`src/bpmf_pkg.sv`:
```
// ============================================================================
// bpmf_pkg
// Shared constants, codes and types of the byte pattern match finder.
// ============================================================================
`default_nettype none

package bpmf_pkg;

  localparam int unsigned MaxPattern = 8;
  localparam int unsigned ByteW      = 8;
  localparam int unsigned LenW       = 4;
  localparam int unsigned FillW      = $clog2(MaxPattern + 1);
  localparam int unsigned PatIdxW    = $clog2(MaxPattern);
  localparam int unsigned PatternW   = MaxPattern * ByteW;
  localparam int unsigned PosW       = 32;
  localparam int unsigned CfgIdxW    = 1;
  localparam int unsigned CfgDataW   = 64;
  localparam int unsigned FifoDepth  = 2;
  localparam int unsigned FifoPtrW   = $clog2(FifoDepth);
  localparam int unsigned FifoCntW   = $clog2(FifoDepth + 1);

  typedef enum logic [CfgIdxW-1:0] {
    CFG_PATTERN_BYTES  = 1'b0,
    CFG_PATTERN_LENGTH = 1'b1
  } cfg_idx_e;

  typedef enum logic {
    KIND_MATCH   = 1'b0,
    KIND_SUMMARY = 1'b1
  } result_kind_e;

  // one classified byte: a match, an end of string, or both
  typedef struct packed {
    logic            has_match;
    logic            is_last;
    logic [PosW-1:0] position;
    logic [PosW-1:0] total;
  } entry_t;

endpackage

`default_nettype wire

```
`src/bpmf_ifs.sv`:
```
// ============================================================================
// bpmf_ifs
// Valid/ready channel interfaces for input bytes, results and configuration.
// ============================================================================
`default_nettype none

interface bpmf_in_if;
  logic                        valid;
  logic                        ready;
  logic [bpmf_pkg::ByteW-1:0]  data_byte;
  logic                        end_of_string;

  modport source (output valid, output data_byte, output end_of_string, input ready);
  modport sink   (input valid, input data_byte, input end_of_string, output ready);
endinterface

interface bpmf_out_if;
  logic                        valid;
  logic                        ready;
  logic                        result_kind;
  logic [bpmf_pkg::PosW-1:0]   match_position;
  logic [bpmf_pkg::PosW-1:0]   match_total;
  logic                        last_result;

  modport source (output valid, output result_kind, output match_position,
                  output match_total, output last_result, input ready);
  modport sink   (input valid, input result_kind, input match_position,
                  input match_total, input last_result, output ready);
endinterface

interface bpmf_cfg_if;
  logic                          valid;
  logic                          ready;
  logic [bpmf_pkg::CfgIdxW-1:0]  index;
  logic [bpmf_pkg::CfgDataW-1:0] data;

  modport source (output valid, output index, output data, input ready);
  modport sink   (input valid, input index, input data, output ready);
endinterface

`default_nettype wire

```
`src/byte_pattern_match_finder_top.sv`:
```
// ============================================================================
// byte_pattern_match_finder_top
// Streaming search for a pattern of up to eight bytes, overlapping matches
// included, with a summary count at the end of each string.
// ============================================================================
//
//   channel  dir  transaction payload
//   in_i     in   data_byte[7:0], end_of_string
//   out_o    out  result_kind, match_position[31:0], match_total[31:0], last_result
//   cfg_i    in   index (0 pattern bytes, 1 pattern length), data[63:0]
//
// one byte per cycle while the queue has room; the window compare is a single parallel stage
// a result passes from its byte through the queue and then the output register to out_o
// a byte with a match that also ends the string gives the back end two results, match then summary
// a two-entry queue lets the front keep taking bytes while the output is stalled, until it fills
// reset clears window, counters, pattern and control state at once; no clearing pass
`default_nettype none

module byte_pattern_match_finder_top (
  input  wire logic clk_i,
  input  wire logic rst_ni,
  bpmf_in_if.sink   in_i,
  bpmf_out_if.source out_o,
  bpmf_cfg_if.sink  cfg_i
);

  logic             push_valid, push_ready;
  logic             pop_valid, pop_ready;
  bpmf_pkg::entry_t push_entry, pop_entry;

  bpmf_front u_front (
    .clk_i        (clk_i),
    .rst_ni       (rst_ni),
    .in_i         (in_i),
    .cfg_i        (cfg_i),
    .push_ready_i (push_ready),
    .push_valid_o (push_valid),
    .push_entry_o (push_entry)
  );

  bpmf_fifo u_fifo (
    .clk_i        (clk_i),
    .rst_ni       (rst_ni),
    .push_valid_i (push_valid),
    .push_ready_o (push_ready),
    .push_entry_i (push_entry),
    .pop_valid_o  (pop_valid),
    .pop_ready_i  (pop_ready),
    .pop_entry_o  (pop_entry)
  );

  bpmf_back u_back (
    .clk_i       (clk_i),
    .rst_ni      (rst_ni),
    .pop_valid_i (pop_valid),
    .pop_ready_o (pop_ready),
    .pop_entry_i (pop_entry),
    .out_o       (out_o)
  );

endmodule

`default_nettype wire

```
`src/bpmf_front.sv`:
```
// ============================================================================
// bpmf_front
// Accepts bytes, shifts the window, compares it against the pattern and
// queues one entry per byte that gives a match or ends the string.
// ============================================================================
`default_nettype none

module bpmf_front (
  input  wire logic             clk_i,
  input  wire logic             rst_ni,
  bpmf_in_if.sink               in_i,
  bpmf_cfg_if.sink              cfg_i,
  input  wire logic             push_ready_i,
  output logic                  push_valid_o,
  output bpmf_pkg::entry_t      push_entry_o
);

  logic [bpmf_pkg::ByteW-1:0]    win_q [bpmf_pkg::MaxPattern];
  logic [bpmf_pkg::ByteW-1:0]    win_d [bpmf_pkg::MaxPattern];
  logic [bpmf_pkg::FillW-1:0]    fill_q, fill_d;
  logic [bpmf_pkg::PosW-1:0]     pos_q, pos_d;
  logic [bpmf_pkg::PosW-1:0]     cnt_q, cnt_d;
  logic [bpmf_pkg::PatternW-1:0] pat_q;
  logic [bpmf_pkg::LenW-1:0]     len_q;
  logic [bpmf_pkg::LenW-1:0]     len_used;
  logic                          hit;
  logic                          accept;

  assign in_i.ready  = push_ready_i;
  assign cfg_i.ready = 1'b1;
  assign accept      = in_i.valid && in_i.ready;

  assign len_used = (len_q > bpmf_pkg::LenW'(bpmf_pkg::MaxPattern)) ?
                    bpmf_pkg::LenW'(bpmf_pkg::MaxPattern) : len_q;

  // shifted window and fill
  always_comb begin
    win_d[0] = in_i.data_byte;
    for (int i = 1; i < bpmf_pkg::MaxPattern; i++) begin
      win_d[i] = win_q[i-1];
    end
    fill_d = (fill_q == bpmf_pkg::FillW'(bpmf_pkg::MaxPattern)) ?
             fill_q : fill_q + bpmf_pkg::FillW'(1);
  end

  // parallel window compare
  always_comb begin
    logic [bpmf_pkg::LenW-1:0] idx;
    hit = (len_used != '0) &&
          ({{(bpmf_pkg::LenW > bpmf_pkg::FillW ? bpmf_pkg::LenW - bpmf_pkg::FillW : 0)
            {1'b0}}, fill_d} >= len_used);
    idx = '0;
    for (int k = 0; k < bpmf_pkg::MaxPattern; k++) begin
      idx = len_used - bpmf_pkg::LenW'(1) - bpmf_pkg::LenW'(k);
      if (bpmf_pkg::LenW'(k) < len_used) begin
        if (win_d[idx[bpmf_pkg::PatIdxW-1:0]] != pat_q[k*bpmf_pkg::ByteW +: bpmf_pkg::ByteW]) begin
          hit = 1'b0;
        end
      end
    end
  end

  always_comb begin
    pos_d = (pos_q == '1) ? pos_q : pos_q + bpmf_pkg::PosW'(1);
    cnt_d = (hit && (cnt_q != '1)) ? cnt_q + bpmf_pkg::PosW'(1) : cnt_q;
  end

  assign push_valid_o           = in_i.valid && (hit || in_i.end_of_string);
  assign push_entry_o.has_match = hit;
  assign push_entry_o.is_last   = in_i.end_of_string;
  assign push_entry_o.position  = pos_q - bpmf_pkg::PosW'(len_used) + bpmf_pkg::PosW'(1);
  assign push_entry_o.total     = cnt_d;

  always_ff @(posedge clk_i or negedge rst_ni) begin
    if (!rst_ni) begin
      for (int i = 0; i < bpmf_pkg::MaxPattern; i++) begin
        win_q[i] <= '0;
      end
      fill_q <= '0;
      pos_q  <= '0;
      cnt_q  <= '0;
    end else if (accept) begin
      if (in_i.end_of_string) begin
        for (int i = 0; i < bpmf_pkg::MaxPattern; i++) begin
          win_q[i] <= '0;
        end
        fill_q <= '0;
        pos_q  <= '0;
        cnt_q  <= '0;
      end else begin
        win_q  <= win_d;
        fill_q <= fill_d;
        pos_q  <= pos_d;
        cnt_q  <= cnt_d;
      end
    end
  end

  always_ff @(posedge clk_i or negedge rst_ni) begin
    if (!rst_ni) begin
      pat_q <= '0;
      len_q <= '0;
    end else if (cfg_i.valid && cfg_i.ready) begin
      case (bpmf_pkg::cfg_idx_e'(cfg_i.index))
        bpmf_pkg::CFG_PATTERN_BYTES: begin
          pat_q <= cfg_i.data[bpmf_pkg::PatternW-1:0];
        end
        bpmf_pkg::CFG_PATTERN_LENGTH: begin
          len_q <= cfg_i.data[bpmf_pkg::LenW-1:0];
        end
        default: begin
        end
      endcase
    end
  end

endmodule

`default_nettype wire

```
`src/bpmf_fifo.sv`:
```
// ============================================================================
// bpmf_fifo
// Short entry queue between the classifying front and the result back end.
// ============================================================================
`default_nettype none

module bpmf_fifo (
  input  wire logic              clk_i,
  input  wire logic              rst_ni,
  input  wire logic              push_valid_i,
  output logic                   push_ready_o,
  input  wire bpmf_pkg::entry_t  push_entry_i,
  output logic                   pop_valid_o,
  input  wire logic              pop_ready_i,
  output bpmf_pkg::entry_t       pop_entry_o
);

  bpmf_pkg::entry_t                mem_q [bpmf_pkg::FifoDepth];
  logic [bpmf_pkg::FifoPtrW-1:0]   wr_ptr_q, wr_ptr_d;
  logic [bpmf_pkg::FifoPtrW-1:0]   rd_ptr_q, rd_ptr_d;
  logic [bpmf_pkg::FifoCntW-1:0]   cnt_q, cnt_d;
  logic                            push, pop;

  assign push_ready_o = (cnt_q != bpmf_pkg::FifoCntW'(bpmf_pkg::FifoDepth));
  assign pop_valid_o  = (cnt_q != '0);
  assign pop_entry_o  = mem_q[rd_ptr_q];
  assign push         = push_valid_i && push_ready_o;
  assign pop          = pop_valid_o && pop_ready_i;

  always_comb begin
    wr_ptr_d = push ? wr_ptr_q + bpmf_pkg::FifoPtrW'(1) : wr_ptr_q;
    rd_ptr_d = pop  ? rd_ptr_q + bpmf_pkg::FifoPtrW'(1) : rd_ptr_q;
    cnt_d    = cnt_q + bpmf_pkg::FifoCntW'(push) - bpmf_pkg::FifoCntW'(pop);
  end

  always_ff @(posedge clk_i or negedge rst_ni) begin
    if (!rst_ni) begin
      wr_ptr_q <= '0;
      rd_ptr_q <= '0;
      cnt_q    <= '0;
    end else begin
      wr_ptr_q <= wr_ptr_d;
      rd_ptr_q <= rd_ptr_d;
      cnt_q    <= cnt_d;
    end
  end

  always_ff @(posedge clk_i) begin
    if (push) begin
      mem_q[wr_ptr_q] <= push_entry_i;
    end
  end

endmodule

`default_nettype wire

```
`src/bpmf_back.sv`:
```
// ============================================================================
// bpmf_back
// Turns queued entries into match and summary results through an output
// register; an entry with both gives the match first, then the summary.
// ============================================================================
`default_nettype none

module bpmf_back (
  input  wire logic              clk_i,
  input  wire logic              rst_ni,
  input  wire logic              pop_valid_i,
  output logic                   pop_ready_o,
  input  wire bpmf_pkg::entry_t  pop_entry_i,
  bpmf_out_if.source             out_o
);

  logic                        out_valid_q, out_valid_d;
  logic                        phase_q, phase_d;
  logic                        kind_q, kind_d;
  logic [bpmf_pkg::PosW-1:0]   pos_q, pos_d;
  logic [bpmf_pkg::PosW-1:0]   total_q, total_d;
  logic                        last_q, last_d;
  logic                        load;
  logic                        emit_match;

  assign load        = pop_valid_i && (!out_valid_q || out_o.ready);
  assign emit_match  = pop_entry_i.has_match && !phase_q;
  assign pop_ready_o = load && !(emit_match && pop_entry_i.is_last);

  always_comb begin
    out_valid_d = out_valid_q;
    phase_d     = phase_q;
    kind_d      = kind_q;
    pos_d       = pos_q;
    total_d     = total_q;
    last_d      = last_q;
    if (load) begin
      out_valid_d = 1'b1;
      phase_d     = emit_match && pop_entry_i.is_last;
      total_d     = pop_entry_i.total;
      if (emit_match) begin
        kind_d = bpmf_pkg::KIND_MATCH;
        pos_d  = pop_entry_i.position;
        last_d = !pop_entry_i.is_last;
      end else begin
        kind_d = bpmf_pkg::KIND_SUMMARY;
        pos_d  = '0;
        last_d = 1'b1;
      end
    end else if (out_o.ready) begin
      out_valid_d = 1'b0;
    end
  end

  always_ff @(posedge clk_i or negedge rst_ni) begin
    if (!rst_ni) begin
      out_valid_q <= 1'b0;
      phase_q     <= 1'b0;
    end else begin
      out_valid_q <= out_valid_d;
      phase_q     <= phase_d;
    end
  end

  always_ff @(posedge clk_i) begin
    kind_q  <= kind_d;
    pos_q   <= pos_d;
    total_q <= total_d;
    last_q  <= last_d;
  end

  assign out_o.valid          = out_valid_q;
  assign out_o.result_kind    = kind_q;
  assign out_o.match_position = pos_q;
  assign out_o.match_total    = total_q;
  assign out_o.last_result    = last_q;

endmodule

`default_nettype wire

```
`src/flat_wrapper.sv`:
```
// flat-port wrapper written by rule: the top's interface ports become plain ports
module byte_pattern_match_finder_top_flat 
  (clk_i, rst_ni, in_i_valid, in_i_data_byte, in_i_end_of_string, in_i_ready, out_o_valid, out_o_result_kind, out_o_match_position, out_o_match_total, out_o_last_result, out_o_ready, cfg_i_valid, cfg_i_index, cfg_i_data, cfg_i_ready);
  bpmf_in_if in_i_i ();
  bpmf_out_if out_o_i ();
  bpmf_cfg_if cfg_i_i ();
  input  wire logic clk_i;
  input  wire logic rst_ni;
  input wire logic [$bits(in_i_i.valid)-1:0] in_i_valid;
  input wire logic [$bits(in_i_i.data_byte)-1:0] in_i_data_byte;
  input wire logic [$bits(in_i_i.end_of_string)-1:0] in_i_end_of_string;
  output wire logic [$bits(in_i_i.ready)-1:0] in_i_ready;
  output wire logic [$bits(out_o_i.valid)-1:0] out_o_valid;
  output wire logic [$bits(out_o_i.result_kind)-1:0] out_o_result_kind;
  output wire logic [$bits(out_o_i.match_position)-1:0] out_o_match_position;
  output wire logic [$bits(out_o_i.match_total)-1:0] out_o_match_total;
  output wire logic [$bits(out_o_i.last_result)-1:0] out_o_last_result;
  input wire logic [$bits(out_o_i.ready)-1:0] out_o_ready;
  input wire logic [$bits(cfg_i_i.valid)-1:0] cfg_i_valid;
  input wire logic [$bits(cfg_i_i.index)-1:0] cfg_i_index;
  input wire logic [$bits(cfg_i_i.data)-1:0] cfg_i_data;
  output wire logic [$bits(cfg_i_i.ready)-1:0] cfg_i_ready;
  assign in_i_i.valid = in_i_valid;
  assign in_i_i.data_byte = in_i_data_byte;
  assign in_i_i.end_of_string = in_i_end_of_string;
  assign in_i_ready = in_i_i.ready;
  assign out_o_valid = out_o_i.valid;
  assign out_o_result_kind = out_o_i.result_kind;
  assign out_o_match_position = out_o_i.match_position;
  assign out_o_match_total = out_o_i.match_total;
  assign out_o_last_result = out_o_i.last_result;
  assign out_o_i.ready = out_o_ready;
  assign cfg_i_i.valid = cfg_i_valid;
  assign cfg_i_i.index = cfg_i_index;
  assign cfg_i_i.data = cfg_i_data;
  assign cfg_i_ready = cfg_i_i.ready;
  byte_pattern_match_finder_top u_core (.clk_i(clk_i), .rst_ni(rst_ni), .in_i(in_i_i), .out_o(out_o_i), .cfg_i(cfg_i_i));
endmodule
```
`config.mk`:
```
export PLATFORM = sky130hd
export DESIGN_NAME = byte_pattern_match_finder_top_flat
export DESIGN_NICKNAME = d
export VERILOG_FILES = /design/src/bpmf_pkg.sv /design/src/bpmf_ifs.sv /design/src/byte_pattern_match_finder_top.sv /design/src/bpmf_front.sv /design/src/bpmf_fifo.sv /design/src/bpmf_back.sv /design/src/flat_wrapper.sv
export SDC_FILE = /design/constraint.sdc
export NUM_CORES = 1
export LEC_CHECK = 0
export BUFFER_PORTS_ARGS = -buffer_cell sky130_fd_sc_hd__buf_2
export CAP_MARGIN = 5
export CORE_AREA = 2 2 308 158
export DETAILED_ROUTE_END_ITERATION = 10
export DIE_AREA = 0 0 310 160
export GPL_TIMING_DRIVEN = 1
export HOLD_SLACK_MARGIN = 0.15
export PLACE_DENSITY = 0.73
export SLEW_MARGIN = 10
export SYNTH_ARGS = -nofsm -noshare
export SYNTH_HDL_FRONTEND = slang
export SYNTH_SLANG_ARGS = --single-unit
```
`constraint.sdc`:
```
create_clock -name clk_i -period 19 [get_ports clk_i]
set_input_delay 1.9 -clock clk_i [delete_from_list [all_inputs] [get_ports clk_i]]
set_output_delay 1.9 -clock clk_i [all_outputs]
set_load 0.02 [all_outputs]
```
==> key figures <==
Status
  – Status: finished, final reports clean

STA
  – RSZ-0062 raised after global routing: no
  – Hold slack: 0.510 ns
  – Setup Skew: 0.0262 ns
  – Final Hold Fails: 0
  – Worst slew margin: 0.187
  – Max-slew violations: 0
  – Setup TNS: 0 ns
  – Final period utilization: 0.353
  – Tmin final: 6.70 ns
  – Worst-margin pin slew: 1.21 ns
  – Setup Viol. Count Final: 0
  – Peak Freq: 149 MHz

Die
  – Core area: 47400 µm²
  – Die Span Y: 160 µm
  – Die width: 310 µm
  – Row count: 57
  – Die area: 49600 µm²
  – I/O pins: 148
  – Initial Util: 0.490

Critical path
  – Worst path top cell family by delay: buffers and inverters
  – Setup crit end kind: flip-flop
  – Critical Path RT: 19.16 ns
  – Crit-path max FO: 66
  – Worst path slowest cell: buf_4
  – Critical path launch point type: flip-flop
  – Worst path most repeated cell: buf_4
  – Setup CP Type: flip-flop to flip-flop
  – CP Buf/Inv Count: 4
  – Crit path arrival time: 6.86 ns
  – Worst-path cell chain: nand2b_2, buf_4, ha_1, buf_4, xnor2_4, buf_4, mux4_2, xor2_1, o2111ai_1, nor4_1, nand3_1, nor3_2, a21oi_1, a21oi_1, and2_2, buf_4
  – Crit-path max cell delay: 0.74 ns

Clocking
  – Clock Sinks: 396
  – Htree depth: 2
  – CTS tree: done
  – Clock Tree Root: clkbuf_16
  – Resize count post-CTS: 0
  – Clock Tree Buf Depth: 3
  – Setup Fix Bufs, Post-CTS: 0
  – Hold Buf Count CTS: 0
  – Clock transition at path regs: 0.07 ns
  – TritonCTS buffer count: 38
  – Clock Latency Late Sink: 0.55 ns

Synth
  – Top_reg_cell synth: edfxtp_1
  – Synthesized cell area: 23200 µm²
  – Distinct cells, synth: 94
  – Synth Instances: 2148
  – Register bit total from synthesis: 396
  – Post-synth ARST share: 0.500
  – Mean post-synth cell area: 10.8 µm²
  – Post-Syn Nets: 2301
  – Sequential element share of the synthesized area: 0.470
  – Yosys warning count: 0
  – EDFF count, synth: 198

Place
  – Detail Placement HPWL: 47200 µm
  – IO Port Bufs: 146
  – GPL Wtd Cong: 1.07

Global routing
  – Largest net degree at the start of global routing: 108
  – Total GRT Usage: 0.267
  – Vias in the first global route: 16434
  – Grt ovf: 0
  – First-pass GRT wire length: 101000 µm
  – Initial antenna violation count: 0

Route
  – Drt total wl: 66600 µm
  – Max Used Layer: met4
  – Wirelength per Cell: 23.0 µm
  – Met1 wire length: 32300 µm
  – WL met3: 8830 µm
  – Drt initial violations: 2081
  – Via-to-Cell Ratio: 6.07
  – WL met2: 24600 µm
  – First-pass DRT Iterations: 6
  – DRT antenna net count: 0
  – Residual DRC: 0
  – Routed vias: 17579

Pwr
  – Sw Ratio: 0.375
  – Leakage power total: 10.3 nW
  – Clock power frac: 0.238
  – Combinational share of power: 0.350
  – Internal power: 0.00202 W
  – Share of power burned in registers: 0.412
  – Psw: 0.00121 W
  – Maximum VDD drop: 0.0000637 V
  – Pwr/cell area: 126 nW/µm²

Layout
  – Share of layout cells above drive strength 1: 0.178
  – Ant. Diodes: 0
  – Commonest non-fill, non-tap cell in the layout: edfxtp_1
  – Layout net count: 2370
  – Most frequent cells in the layout: 198 x edfxtp_1, 196 x dfrtp_1, 195 x nand2_1
  – P&R area growth vs syn: 10.1%

Worst hold path
  – Worst Hold Class: flip-flop to flip-flop

Flow run
  – Max Cap Viol: 0
[power by group through the flow]
stage | sequential [W] | combinational (W) | clock [W]
2_1_floorplan | 0.00133 | 0.000758 | 0
3_3_place_gp | 0.00133 | 0.00108 | 0
3_5_place_dp | 0.00134 | 0.00111 | 0
4_1_cts | 0.00132 | 0.00111 | 0.000787
5_1_grt | 0.00135 | 0.00122 | 0.000825
6_report | 0.00133 | 0.00113 | 0.000768
[worst paths after layout]
check                                         from                    endpoint  slack (ns)  depth (start not counted)
setup / recovery           u_core.u_front.len_q[0]  u_core.u_fifo.mem_q[0][23]       12.30                         16
hold / removal              u_core.u_fifo.cnt_q[1]      u_core.u_fifo.cnt_q[1]        0.51                          1
setup reg to reg           u_core.u_front.len_q[0]  u_core.u_fifo.mem_q[0][23]       12.30                         16
hold reg to reg             u_core.u_fifo.cnt_q[1]      u_core.u_fifo.cnt_q[1]        0.51                          1
max in group asynchronous                   rst_ni     u_core.u_front.len_q[0]       16.24                          2
min in group asynchronous                   rst_ni    u_core.u_front.cnt_q[11]        1.34                          1
[layout make-up]
cell class	count	area (µm²)
Clock buffer	51	1040
Clock inverter	18	185
Fill cell	4132	21800
Inverter	93	352
Multi-Input combinational cell	1515	11300
Sequential cell	396	10900
Tap cell	649	812
Timing Repair Buffer	173	942
[stage by stage]
stage | total power (W) | util | instances | setup WS [ns] | cell area, µm²
after floorplan | 0.00209 | - | 2148 | 12.53 | 23200
after global routing | 0.00339 | 0.540 | 2895 | 11.93 | 25600
after CTS | 0.00322 | 0.540 | 2895 | 12.37 | 25600
after detailed placement | 0.00244 | 0.514 | 2826 | 12.40 | 24300
final | 0.00323 | 0.540 | 2895 | 12.30 | 25600
after global placement | 0.00242 | 0.514 | 2826 | 12.46 | 24300
[cell families after synthesis]
logic type,share of synthesized area
AOI/OAI and AO/OA,0.118
xor gates and xnor gates,0.0660
adders and majority gates,0.0402
buffers and inverters,0.0446
DFF,0.470
muxes,0.136
other,0.000162
and+or+nand+nor,0.125
[cell usage after synthesis, types with 16 or more instances]
library cell    n  area [µm²]
nor2b_1        21         131
edfxtp_1      198        5950
a22oi_1        16         120
ha_1           73         913
o21ai_0        90         450
o22ai_1        28         175
and3_1         17         106
inv_1          91         342
o211ai_1       19         143
nand4_1        21         131
nand3_1        58         290
o31ai_1        18         135
nor4_1         16         100
nor3_1         53         265
mux2_2        108        1220
nand2b_1       17         106
buf_2          32         160
xor2_1         45         394
a21oi_1        71         355
mux2i_1       153        1530
xnor2_1       116        1020
or3_1          18         113
dfrtp_1       198        4950
nand2_1       196         736
clkbuf_1       77         289
mux4_2         18         405
nor2_1        120         450
[sequential cells by signal, indices dropped and copies added (netlist names), 4 cells and up]
register / cells
u_core.u_front.cnt_q: 32
u_core.u_back.out_o.match_position: 32
u_core.u_front.pos_q: 32
u_core.u_front.win_d: 56
u_core.u_front.len_q: 4
u_core.u_front.fill_q: 4
u_core.u_back.out_o.match_total: 32
u_core.u_front.pat_q: 64
u_core.u_fifo.mem_q: 132
[metal layers]
metal | up-vias | GRT usage
met2 | 878 | 0.328
met4 | 0 | 0.0369
met3 | 86 | 0.113
met1 | 8629 | 0.433
li1 | 7986 | -
met5 | - | 0
No activity file was read; power rests on OpenSTA's default activity.
